## src/rtl/fsl_pkg.sv

```systemverilog
`timescale 1ns / 1ps
`default_nettype none
// ----------------------------------------------------------------------------
// fsl_pkg
// Shared constants, codes and controller/datapath interface types for the
// sublist search block.
// ----------------------------------------------------------------------------
package fsl_pkg;

    // fixed field widths
    localparam int VALUE_W   = 32;
    localparam int INDEX_W   = 6;
    localparam int LEN_REG_W = 7;
    localparam int POS_W     = 16;

    // configuration port
    localparam int APB_DW  = 32;
    localparam int PADDR_W = 3;
    localparam logic REG_PATTERN_LEN = 1'b0;

    // item kinds
    localparam logic ACT_PATTERN = 1'b0;
    localparam logic ACT_TEXT    = 1'b1;

    // parameter defaults
    localparam int          DEF_PATTERN_MAX = 64;
    localparam int unsigned DEF_TEXT_MAX    = 65535;
    localparam int          DEF_DATA_WIDTH  = 32;

    typedef struct packed {
        logic pat_write;  // store a pattern word
        logic text_push;  // append a text word to the window
        logic eval;       // decide on a window check, load scan pointers
        logic step;       // advance the scan by one word
        logic hit;        // record a match at the current alignment
        logic load_out;   // load result word, clear text state
    } fsl_cmd_t;

    typedef struct packed {
        logic last;       // pending text word closes the sequence
        logic need_cmp;   // window must be checked against the pattern
        logic issue_left; // scan reads still to issue
        logic dvalid;     // read data of the scan is valid
        logic word_eq;    // pattern and text words agree
    } fsl_stat_t;

endpackage
`default_nettype wire

```

## src/rtl/fsl_ram.sv

```systemverilog
`timescale 1ns / 1ps
`default_nettype none
// ----------------------------------------------------------------------------
// fsl_ram
// Generic single-write, single-read RAM with registered read data.
// ----------------------------------------------------------------------------
module fsl_ram #(
    parameter int WIDTH = 32,
    parameter int DEPTH = 64,
    localparam int AW = (DEPTH > 1) ? $clog2(DEPTH) : 1
) (
    input  wire logic             clk,
    input  wire logic             we,
    input  wire logic [AW-1:0]    waddr,
    input  wire logic [WIDTH-1:0] wdata,
    input  wire logic [AW-1:0]    raddr,
    output logic      [WIDTH-1:0] rdata
);

    logic [WIDTH-1:0] mem [DEPTH];

    always_ff @(posedge clk)
    begin
        if (we)
        begin
            mem[waddr] <= wdata;
        end
        rdata <= mem[raddr];
    end

endmodule
`default_nettype wire

```

## src/rtl/fsl_dpath.sv

```systemverilog
`timescale 1ns / 1ps
`default_nettype none
// ----------------------------------------------------------------------------
// fsl_dpath
// Pattern and text RAMs, text counters, match record, scan pointers and the
// result word register.
// ----------------------------------------------------------------------------
module fsl_dpath import fsl_pkg::*; #(
    parameter int          PATTERN_MAX = DEF_PATTERN_MAX,
    parameter int unsigned TEXT_MAX    = DEF_TEXT_MAX,
    parameter int          DATA_WIDTH  = DEF_DATA_WIDTH
) (
    input  wire logic                 clk,
    input  wire logic                 rst_n,
    input  wire logic [INDEX_W-1:0]   index,
    input  wire logic [VALUE_W-1:0]   value,
    input  wire logic                 last,
    input  wire logic [LEN_REG_W-1:0] pattern_len,
    input  wire fsl_cmd_t             cmd,
    output fsl_stat_t                 stat,
    output logic                      found,
    output logic [POS_W-1:0]          position
);

    localparam int AW    = (PATTERN_MAX > 1) ? $clog2(PATTERN_MAX) : 1;
    localparam int LEN_W = $clog2(PATTERN_MAX + 1);
    localparam int CNT_W = $clog2(64'(TEXT_MAX) + 64'd1);
    localparam int CW2   = (CNT_W > LEN_W) ? CNT_W : LEN_W;
    localparam int SW    = (DATA_WIDTH < VALUE_W) ? DATA_WIDTH : VALUE_W;

    function automatic logic [AW-1:0] wrap_inc(input logic [AW-1:0] a);
        return (a == AW'(PATTERN_MAX - 1)) ? '0 : a + 1'b1;
    endfunction

    logic [AW-1:0]    wptr_reg,   wptr_next;
    logic [CNT_W-1:0] count_reg,  count_next;
    logic             seen_reg,   seen_next;
    logic [CNT_W-1:0] start_reg,  start_next;
    logic             last_reg,   last_next;
    logic [AW-1:0]    pa_reg,     pa_next;
    logic [AW-1:0]    ta_reg,     ta_next;
    logic [LEN_W-1:0] rem_reg,    rem_next;
    logic             dvalid_reg, dvalid_next;
    logic             found_reg;
    logic [POS_W-1:0] position_reg;

    logic [LEN_W-1:0] plen;
    logic [AW-1:0]    offs;
    logic [AW-1:0]    base;
    logic [AW-1:0]    wptr_inc;
    logic [AW-1:0]    pat_waddr;
    logic             idx_ok;
    logic [SW-1:0]    pat_rdata;
    logic [SW-1:0]    txt_rdata;
    logic             empty_hit;
    logic [CW2-1:0]   hit_start;
    logic [CNT_W+POS_W-1:0] pos_ext;

    // pattern length clipped to the store depth
    assign plen = (32'(pattern_len) > PATTERN_MAX) ? LEN_W'(PATTERN_MAX)
                                                   : LEN_W'(pattern_len);

    // oldest word of the window: newest minus (plen - 1), modulo depth
    assign offs = AW'(plen - 1'b1);
    assign base = (wptr_reg >= offs) ? wptr_reg - offs
                : AW'((AW+1)'(wptr_reg) + (AW+1)'(PATTERN_MAX) - (AW+1)'(offs));

    assign wptr_inc  = wrap_inc(wptr_reg);
    assign idx_ok    = (32'(index) < PATTERN_MAX);
    assign pat_waddr = AW'(32'(index));
    assign empty_hit = !seen_reg && (plen == '0);
    assign hit_start = CW2'(count_reg) - CW2'(plen);

    fsl_ram #(
        .WIDTH (SW),
        .DEPTH (PATTERN_MAX)
    ) u_pat_ram (
        .clk   (clk),
        .we    (cmd.pat_write && idx_ok),
        .waddr (pat_waddr),
        .wdata (value[SW-1:0]),
        .raddr (pa_reg),
        .rdata (pat_rdata)
    );

    // text window kept as a circular buffer, newest word at wptr_reg
    fsl_ram #(
        .WIDTH (SW),
        .DEPTH (PATTERN_MAX)
    ) u_txt_ram (
        .clk   (clk),
        .we    (cmd.text_push),
        .waddr (wptr_inc),
        .wdata (value[SW-1:0]),
        .raddr (ta_reg),
        .rdata (txt_rdata)
    );

    always_comb
    begin
        stat.last       = last_reg;
        stat.need_cmp   = !seen_reg && (plen != '0) && (CW2'(count_reg) >= CW2'(plen));
        stat.issue_left = (rem_reg != '0);
        stat.dvalid     = dvalid_reg;
        stat.word_eq    = (pat_rdata == txt_rdata);
    end

    always_comb
    begin
        wptr_next   = wptr_reg;
        count_next  = count_reg;
        seen_next   = seen_reg;
        start_next  = start_reg;
        last_next   = last_reg;
        pa_next     = pa_reg;
        ta_next     = ta_reg;
        rem_next    = rem_reg;
        dvalid_next = dvalid_reg;

        if (cmd.text_push)
        begin
            wptr_next  = wptr_inc;
            count_next = (count_reg == CNT_W'(TEXT_MAX)) ? count_reg : count_reg + 1'b1;
            last_next  = last;
        end

        if (cmd.eval)
        begin
            if (empty_hit)
            begin
                seen_next  = 1'b1;
                start_next = '0;
            end
            pa_next     = '0;
            ta_next     = base;
            rem_next    = plen;
            dvalid_next = 1'b0;
        end

        if (cmd.step)
        begin
            dvalid_next = (rem_reg != '0);
            if (rem_reg != '0)
            begin
                pa_next  = pa_reg + 1'b1;
                ta_next  = wrap_inc(ta_reg);
                rem_next = rem_reg - 1'b1;
            end
        end

        if (cmd.hit)
        begin
            seen_next  = 1'b1;
            start_next = CNT_W'(hit_start);
        end

        if (cmd.load_out)
        begin
            count_next = '0;
            seen_next  = 1'b0;
            start_next = '0;
        end
    end

    always_ff @(posedge clk or negedge rst_n)
    begin
        if (!rst_n)
        begin
            wptr_reg   <= AW'(PATTERN_MAX - 1);
            count_reg  <= '0;
            seen_reg   <= 1'b0;
            start_reg  <= '0;
            last_reg   <= 1'b0;
            pa_reg     <= '0;
            ta_reg     <= '0;
            rem_reg    <= '0;
            dvalid_reg <= 1'b0;
        end
        else
        begin
            wptr_reg   <= wptr_next;
            count_reg  <= count_next;
            seen_reg   <= seen_next;
            start_reg  <= start_next;
            last_reg   <= last_next;
            pa_reg     <= pa_next;
            ta_reg     <= ta_next;
            rem_reg    <= rem_next;
            dvalid_reg <= dvalid_next;
        end
    end

    // position carries the low bits of the start or of the text length
    assign pos_ext = (CNT_W+POS_W)'(seen_reg ? start_reg : count_reg);

    always_ff @(posedge clk)
    begin
        if (cmd.load_out)
        begin
            found_reg    <= seen_reg;
            position_reg <= pos_ext[POS_W-1:0];
        end
    end

    assign found    = found_reg;
    assign position = position_reg;

endmodule
`default_nettype wire

```

## src/rtl/fsl_ctrl.sv

```systemverilog
`timescale 1ns / 1ps
`default_nettype none
// ----------------------------------------------------------------------------
// fsl_ctrl
// Sequencer: takes words, runs the window scan and hands off the result word.
// ----------------------------------------------------------------------------
module fsl_ctrl import fsl_pkg::*; (
    input  wire logic      clk,
    input  wire logic      rst_n,
    input  wire logic      in_valid,
    input  wire logic      action,
    input  wire logic      out_stall,
    input  wire fsl_stat_t stat,
    output logic           in_stall,
    output logic           out_valid,
    output fsl_cmd_t       cmd
);

    localparam logic [1:0] S_IDLE   = 2'd0;
    localparam logic [1:0] S_EVAL   = 2'd1;
    localparam logic [1:0] S_CMP    = 2'd2;
    localparam logic [1:0] S_RESULT = 2'd3;

    logic [1:0] state_reg, state_next;
    logic       out_valid_reg, out_valid_next;
    logic       out_room;
    logic [1:0] after_text;

    assign out_room   = !out_valid_reg || !out_stall;
    assign after_text = stat.last ? S_RESULT : S_IDLE;

    always_comb
    begin
        state_next     = state_reg;
        out_valid_next = out_valid_reg && out_stall;
        cmd            = '0;

        unique case (state_reg)
            S_IDLE:
            begin
                if (in_valid)
                begin
                    if (action == ACT_TEXT)
                    begin
                        cmd.text_push = 1'b1;
                        state_next    = S_EVAL;
                    end
                    else
                    begin
                        cmd.pat_write = 1'b1;
                    end
                end
            end
            S_EVAL:
            begin
                cmd.eval   = 1'b1;
                state_next = stat.need_cmp ? S_CMP : after_text;
            end
            S_CMP:
            begin
                cmd.step = 1'b1;
                // stop at the first mismatch, or after the oldest-to-newest sweep
                if (stat.dvalid && !stat.word_eq)
                begin
                    state_next = after_text;
                end
                else if (stat.dvalid && !stat.issue_left)
                begin
                    cmd.hit    = 1'b1;
                    state_next = after_text;
                end
            end
            S_RESULT:
            begin
                if (out_room)
                begin
                    cmd.load_out   = 1'b1;
                    out_valid_next = 1'b1;
                    state_next     = S_IDLE;
                end
            end
            default:
            begin
                state_next = S_IDLE;
            end
        endcase
    end

    always_ff @(posedge clk or negedge rst_n)
    begin
        if (!rst_n)
        begin
            state_reg     <= S_IDLE;
            out_valid_reg <= 1'b0;
        end
        else
        begin
            state_reg     <= state_next;
            out_valid_reg <= out_valid_next;
        end
    end

    assign in_stall  = (state_reg != S_IDLE);
    assign out_valid = out_valid_reg;

endmodule
`default_nettype wire

```

## src/rtl/first_sublist_match.sv

```systemverilog
`timescale 1ns / 1ps
`default_nettype none
// ----------------------------------------------------------------------------
// first_sublist_match
// Leftmost occurrence of a stored pattern in a streamed text.
// ----------------------------------------------------------------------------
// Write pattern_len over the APB port, load the pattern words by index, then
// stream text words; the text word marked last returns one result word
// (found, position), where position is the text length when nothing
// matched. A pattern word is stored without stalling the input. Each text
// word is stored and then followed by the window decision. The window is
// checked only while no match has been seen, the pattern is not empty and
// at least pattern_len words have arrived; the check runs one word per
// cycle through the single read port of the pattern and text RAMs, leaving
// at the first mismatch. The last word then loads the result register, and
// waits there while a previous result word is still held by out_stall.
// Input is taken while a result word waits to be read.
// ----------------------------------------------------------------------------
module first_sublist_match import fsl_pkg::*; #(
    parameter int          PATTERN_MAX = DEF_PATTERN_MAX,
    parameter int unsigned TEXT_MAX    = DEF_TEXT_MAX,
    parameter int          DATA_WIDTH  = DEF_DATA_WIDTH
) (
    input  wire logic               clk,
    input  wire logic               rst_n,
    // input words
    input  wire logic               in_valid,
    output logic                    in_stall,
    input  wire logic               action,
    input  wire logic [INDEX_W-1:0] index,
    input  wire logic [VALUE_W-1:0] value,
    input  wire logic               last,
    // result words
    output logic                    out_valid,
    input  wire logic               out_stall,
    output logic                    found,
    output logic [POS_W-1:0]        position,
    // configuration
    input  wire logic               psel,
    input  wire logic               penable,
    input  wire logic               pwrite,
    input  wire logic [PADDR_W-1:0] paddr,
    input  wire logic [APB_DW-1:0]  pwdata,
    output logic [APB_DW-1:0]       prdata,
    output logic                    pready
);

    logic [LEN_REG_W-1:0] pattern_len_reg, pattern_len_next;
    logic                 reg_sel;
    fsl_cmd_t             cmd;
    fsl_stat_t            stat;

    assign pready  = 1'b1;
    assign reg_sel = paddr[PADDR_W-1];

    always_comb
    begin
        pattern_len_next = pattern_len_reg;
        if (psel && penable && pwrite && (reg_sel == REG_PATTERN_LEN))
        begin
            pattern_len_next = pwdata[LEN_REG_W-1:0];
        end
    end

    always_ff @(posedge clk or negedge rst_n)
    begin
        if (!rst_n)
        begin
            pattern_len_reg <= '0;
        end
        else
        begin
            pattern_len_reg <= pattern_len_next;
        end
    end

    assign prdata = (reg_sel == REG_PATTERN_LEN) ? APB_DW'(pattern_len_reg) : '0;

    fsl_ctrl u_ctrl (
        .clk       (clk),
        .rst_n     (rst_n),
        .in_valid  (in_valid),
        .action    (action),
        .out_stall (out_stall),
        .stat      (stat),
        .in_stall  (in_stall),
        .out_valid (out_valid),
        .cmd       (cmd)
    );

    fsl_dpath #(
        .PATTERN_MAX (PATTERN_MAX),
        .TEXT_MAX    (TEXT_MAX),
        .DATA_WIDTH  (DATA_WIDTH)
    ) u_dpath (
        .clk         (clk),
        .rst_n       (rst_n),
        .index       (index),
        .value       (value),
        .last        (last),
        .pattern_len (pattern_len_reg),
        .cmd         (cmd),
        .stat        (stat),
        .found       (found),
        .position    (position)
    );

    // a text word is always followed by the window decision
    a_text_eval: assert property (@(posedge clk) disable iff (!rst_n)
        (in_valid && !in_stall && action == ACT_TEXT) |=> cmd.eval)
        else $error("text word not followed by window decision");

    // a new result word only comes from a result load
    a_out_from_load: assert property (@(posedge clk) disable iff (!rst_n)
        $rose(out_valid) |-> $past(cmd.load_out))
        else $error("result word raised without a load");

    // no input is taken while a result is loaded
    a_load_blocks_in: assert property (@(posedge clk) disable iff (!rst_n)
        cmd.load_out |-> in_stall)
        else $error("input taken during result load");

    // a match is only recorded on valid, equal scan data
    a_hit_on_data: assert property (@(posedge clk) disable iff (!rst_n)
        cmd.hit |-> (stat.dvalid && stat.word_eq && !stat.issue_left))
        else $error("match recorded without complete scan");

endmodule
`default_nettype wire

```

## config.mk

```make
export PLATFORM = sky130hd
export DESIGN_NAME = first_sublist_match
export DESIGN_NICKNAME = d
export VERILOG_FILES = /design/src/rtl/fsl_pkg.sv /design/src/rtl/fsl_ram.sv /design/src/rtl/fsl_dpath.sv /design/src/rtl/fsl_ctrl.sv /design/src/rtl/first_sublist_match.sv
export SDC_FILE = /design/constraint.sdc
export NUM_CORES = 2
export LEC_CHECK = 0
export ABC_AREA = 1
export BUFFER_PORTS_ARGS = -buffer_cell sky130_fd_sc_hd__clkbuf_2
export CAP_MARGIN = 20
export CORE_MARGIN = 4
export CORE_UTILIZATION = 30
export CTS_BUF_LIST = sky130_fd_sc_hd__clkbuf_2
export DETAILED_ROUTE_END_ITERATION = 7
export HOLD_SLACK_MARGIN = 0.12
export PLACE_DENSITY = 0.46
export REMOVE_ABC_BUFFERS = 1
export SYNTH_ARGS = -nofsm -noshare
export SYNTH_HDL_FRONTEND = slang
export SYNTH_HIERARCHICAL = 1
export SYNTH_SLANG_ARGS = --single-unit
```

## constraint.sdc

```tcl
create_clock -name clk -period 12.6 [get_ports clk]
set_clock_uncertainty 0.05 [all_clocks]
set_input_delay 2.52 -clock clk [delete_from_list [all_inputs] [get_ports clk]]
set_output_delay 2.52 -clock clk [all_outputs]
set_load 0.02 [all_outputs]
```

==> impl_metrics.ini <==
[outcome]
status = complete, no violations

[drt]
vias = 114000
drc = 0
wirelength_um = 550000
detail_route.iter0.violations = 9654
ant_nets = 0
dr.pass1.iters = 6
via_per_inst = 4.92
routedWlPerCell_um = 23.7

[synthesis]
async_flop_share = 0.0165
seq_area_frac_synth = 0.739
yosys.cell_types.count = 54
synth_seq_cells = 4247
syn_inst = 14300
yosysWarnings = 6
synth_edf_count = 4113
synth_ff_type = edfxtp_1
avgSynthCellArea_um2 = 12.0
syn_area_mm2 = 0.171

[worst_setup_path]
path_class = flip-flop to output pin
crit_family = flip-flops
crit_required_ns = 10.03
crit_path_top_delay_cell = dfrtp_1
cp.arrival_ns = 3.20
worst-path-buf-inv = 2
cp-start-kind = flip-flop
critPathCaptureType = output pin
worstPathCellList = nor2_2 > inv_1 > clkbuf_2
crit_fanout = 5
critPathMaxStageDelay_ns = 0.46

[power]
p_int_mw = 19.2
swShare = 0.238
fin_total_pwr_mw = 25.2
comb_power_share = 0.018
power.switching_mw = 5.98
pwr-share-clk = 0.368
power.density_mw_per_mm2 = 133
p_seq_frac = 0.614
cellLeakagePower_nw = 67.3
irDropWorstVdd_v = 0.000100

[placement]
pre_cts_slack_ns = 7.01
placed_cells = 21300
place_area_mm2 = 0.180
post-dp-hpwl_um = 274000
portBuffers = 80
routabilityCongestion = 0.795

[sta]
relSlewSlack = 0.229
rsz0062_at_grt = no
fin_hold_ws_ns = 0.433
slew_violations = 0
max_slew.worst_pin.slew_ns = 1.16
setup-violations-final = 0
period_minus_slack_ns = 5.77
period_share = 0.458
setup_ws_ns = 6.83
fmax_mhz = 173
timing.final.hold_violations = 0
fin_setup_tns_ns = 0

[floorplan]
rows = 277
start_util = 0.301
fp.dieW_um = 764
coreArea_mm2 = 0.569
io_pins = 134
dieArea_mm2 = 0.583
die_h_um = 764

[clock_network]
cts_sinks = 4247
clk_latency_ns = 2.40
clock_path_buffers = 5
ctsRootBufferMaster = clkbuf_2
numCtsBuffers = 1176
htree_num_levels = 7
cts_tree = yes
cts.clk_slew.worst_paths_ns = 0.09

[global_route]
grt_pass1_wl_um = 783000
overflow = 0
grt_pass1_vias = 110000
grt_max_degree = 211
antenna_found_initial = 34
grt_usage = 0.185

[layout]
layout-drive-gt1-share = 0.151
layout_commonest_cell = nand2_1
fin_util = 0.333
syn2layout_area_growth_pct = 10.8
stdcell_count = 23200
layout.nets = 15000
design_area_mm2 = 0.190
reg_top3 = u_dpath/u_pat_ram/mem (2048), u_dpath/u_txt_ram/mem (2048)
layout_common_cells = nand2_1, edfxtp_1, nand3_1

[worst_hold_path]
hp-class = flip-flop to flip-flop

[job]
max-cap-violations = 0
cell families (layout without fill, tap and decap cells):
kind of cell             count (synthesis)  after routing  synth area share
other                                    2             94         0.0000438
AND/OR/NAND/NOR                       8816           8816             0.223
multiplexers                             2              2          0.000117
AO/OA/AOI/OAI                          115            115           0.00400
buffers and inverters                 1050           2352            0.0304
adder cells (fa/ha/maj)                 21             21           0.00162
XOR/XNOR                                40             40           0.00205
flip-flops                            4247           4247             0.739
worst register-to-register path: cells and delay by family (launching register included):
family / cells / cell delay (ns)
buffers and inverters: 4 / 3.07
flip-flops: 1 / 0.68
AND/OR/NAND/NOR: 8 / 1.26
synthesized netlist by cell type (all sizes together) (4+ instances only):
library cell / number / share of area
a21oi: 25 / 0.00073
buf: 780 / 0.024
clkbuf: 161 / 0.0035
dfrtp: 64 / 0.0093
dfstp: 6 / 0.00092
dfxtp: 64 / 0.0075
edfxtp: 4113 / 0.72
ha: 19 / 0.0014
inv: 108 / 0.0024
nand2: 4682 / 0.10
nand3: 3879 / 0.11
nand4: 22 / 0.00080
nor2: 181 / 0.0042
nor3: 20 / 0.00071
nor4: 19 / 0.00069
o211ai: 4 / 0.00018
o21ai: 61 / 0.0019
o221ai: 6 / 0.00031
or2: 8 / 0.00029
xnor2: 21 / 0.0011
xor2: 19 / 0.00097
worst paths after layout:
kind / startpoint / slack, ns / end / depth (start not counted)
min in group asynchronous: rst_n / 0.65 / u_ctrl/state_reg[1] / 2
min reg2reg: u_dpath/start_reg[13] / 0.43 / u_dpath/start_reg[13] / 2
max in group asynchronous: rst_n / 10.68 / u_dpath/pa_reg[4] / 3
max: u_ctrl/state_reg[0] / 6.83 / in_stall / 3
max reg2reg: u_dpath/ta_reg[0] / 7.38 / u_dpath/u_txt_ram/rdata[22] / 12
min: u_dpath/start_reg[13] / 0.43 / u_dpath/start_reg[13] / 2
layer usage:
metal | global-route usage | wire (um) | share of wire | vias to the layer above
met5 | 0 | 49 | 0.000089 | -
met4 | 0.0780 | 17900 | 0.033 | 8
met3 | 0.0305 | 30900 | 0.056 | 893
met2 | 0.291 | 256000 | 0.47 | 3653
met1 | 0.253 | 245000 | 0.45 | 57000
li1 | - | - | - | 52600
what timing repair did:
| action | CTS | global route |
|---|---|---|
| gates resized for setup | 0 | 0 |
| setup buffers | 0 | 0 |
| endpoints found under the hold margin | 62 | 0 |
| hold buffers | 12 | 0 |
cell type report:
class                      instances  area, um^2
clock buffer                    1754        8780
clock inverter                   100         487
fill                           57700      379000
inverter                         109         483
timing repair buffer             389        3230
sequential                      4247      127000
tap                             7533        9430
antenna                           68         170
multi-input combinational       9020       40600
power groups by stage:
stage / Sequential (mW) / Combinational, mW / Clock, mW
after floorplan: 15.8 / 0.0982 / 0
after detailed placement: 15.8 / 0.457 / 0
after global routing: 15.5 / 0.493 / 10.4
after global placement: 15.8 / 0.453 / 0
final: 15.5 / 0.453 / 9.27
after CTS: 15.5 / 0.461 / 9.65
Note: power is estimated with default switching activity, not from simulation.
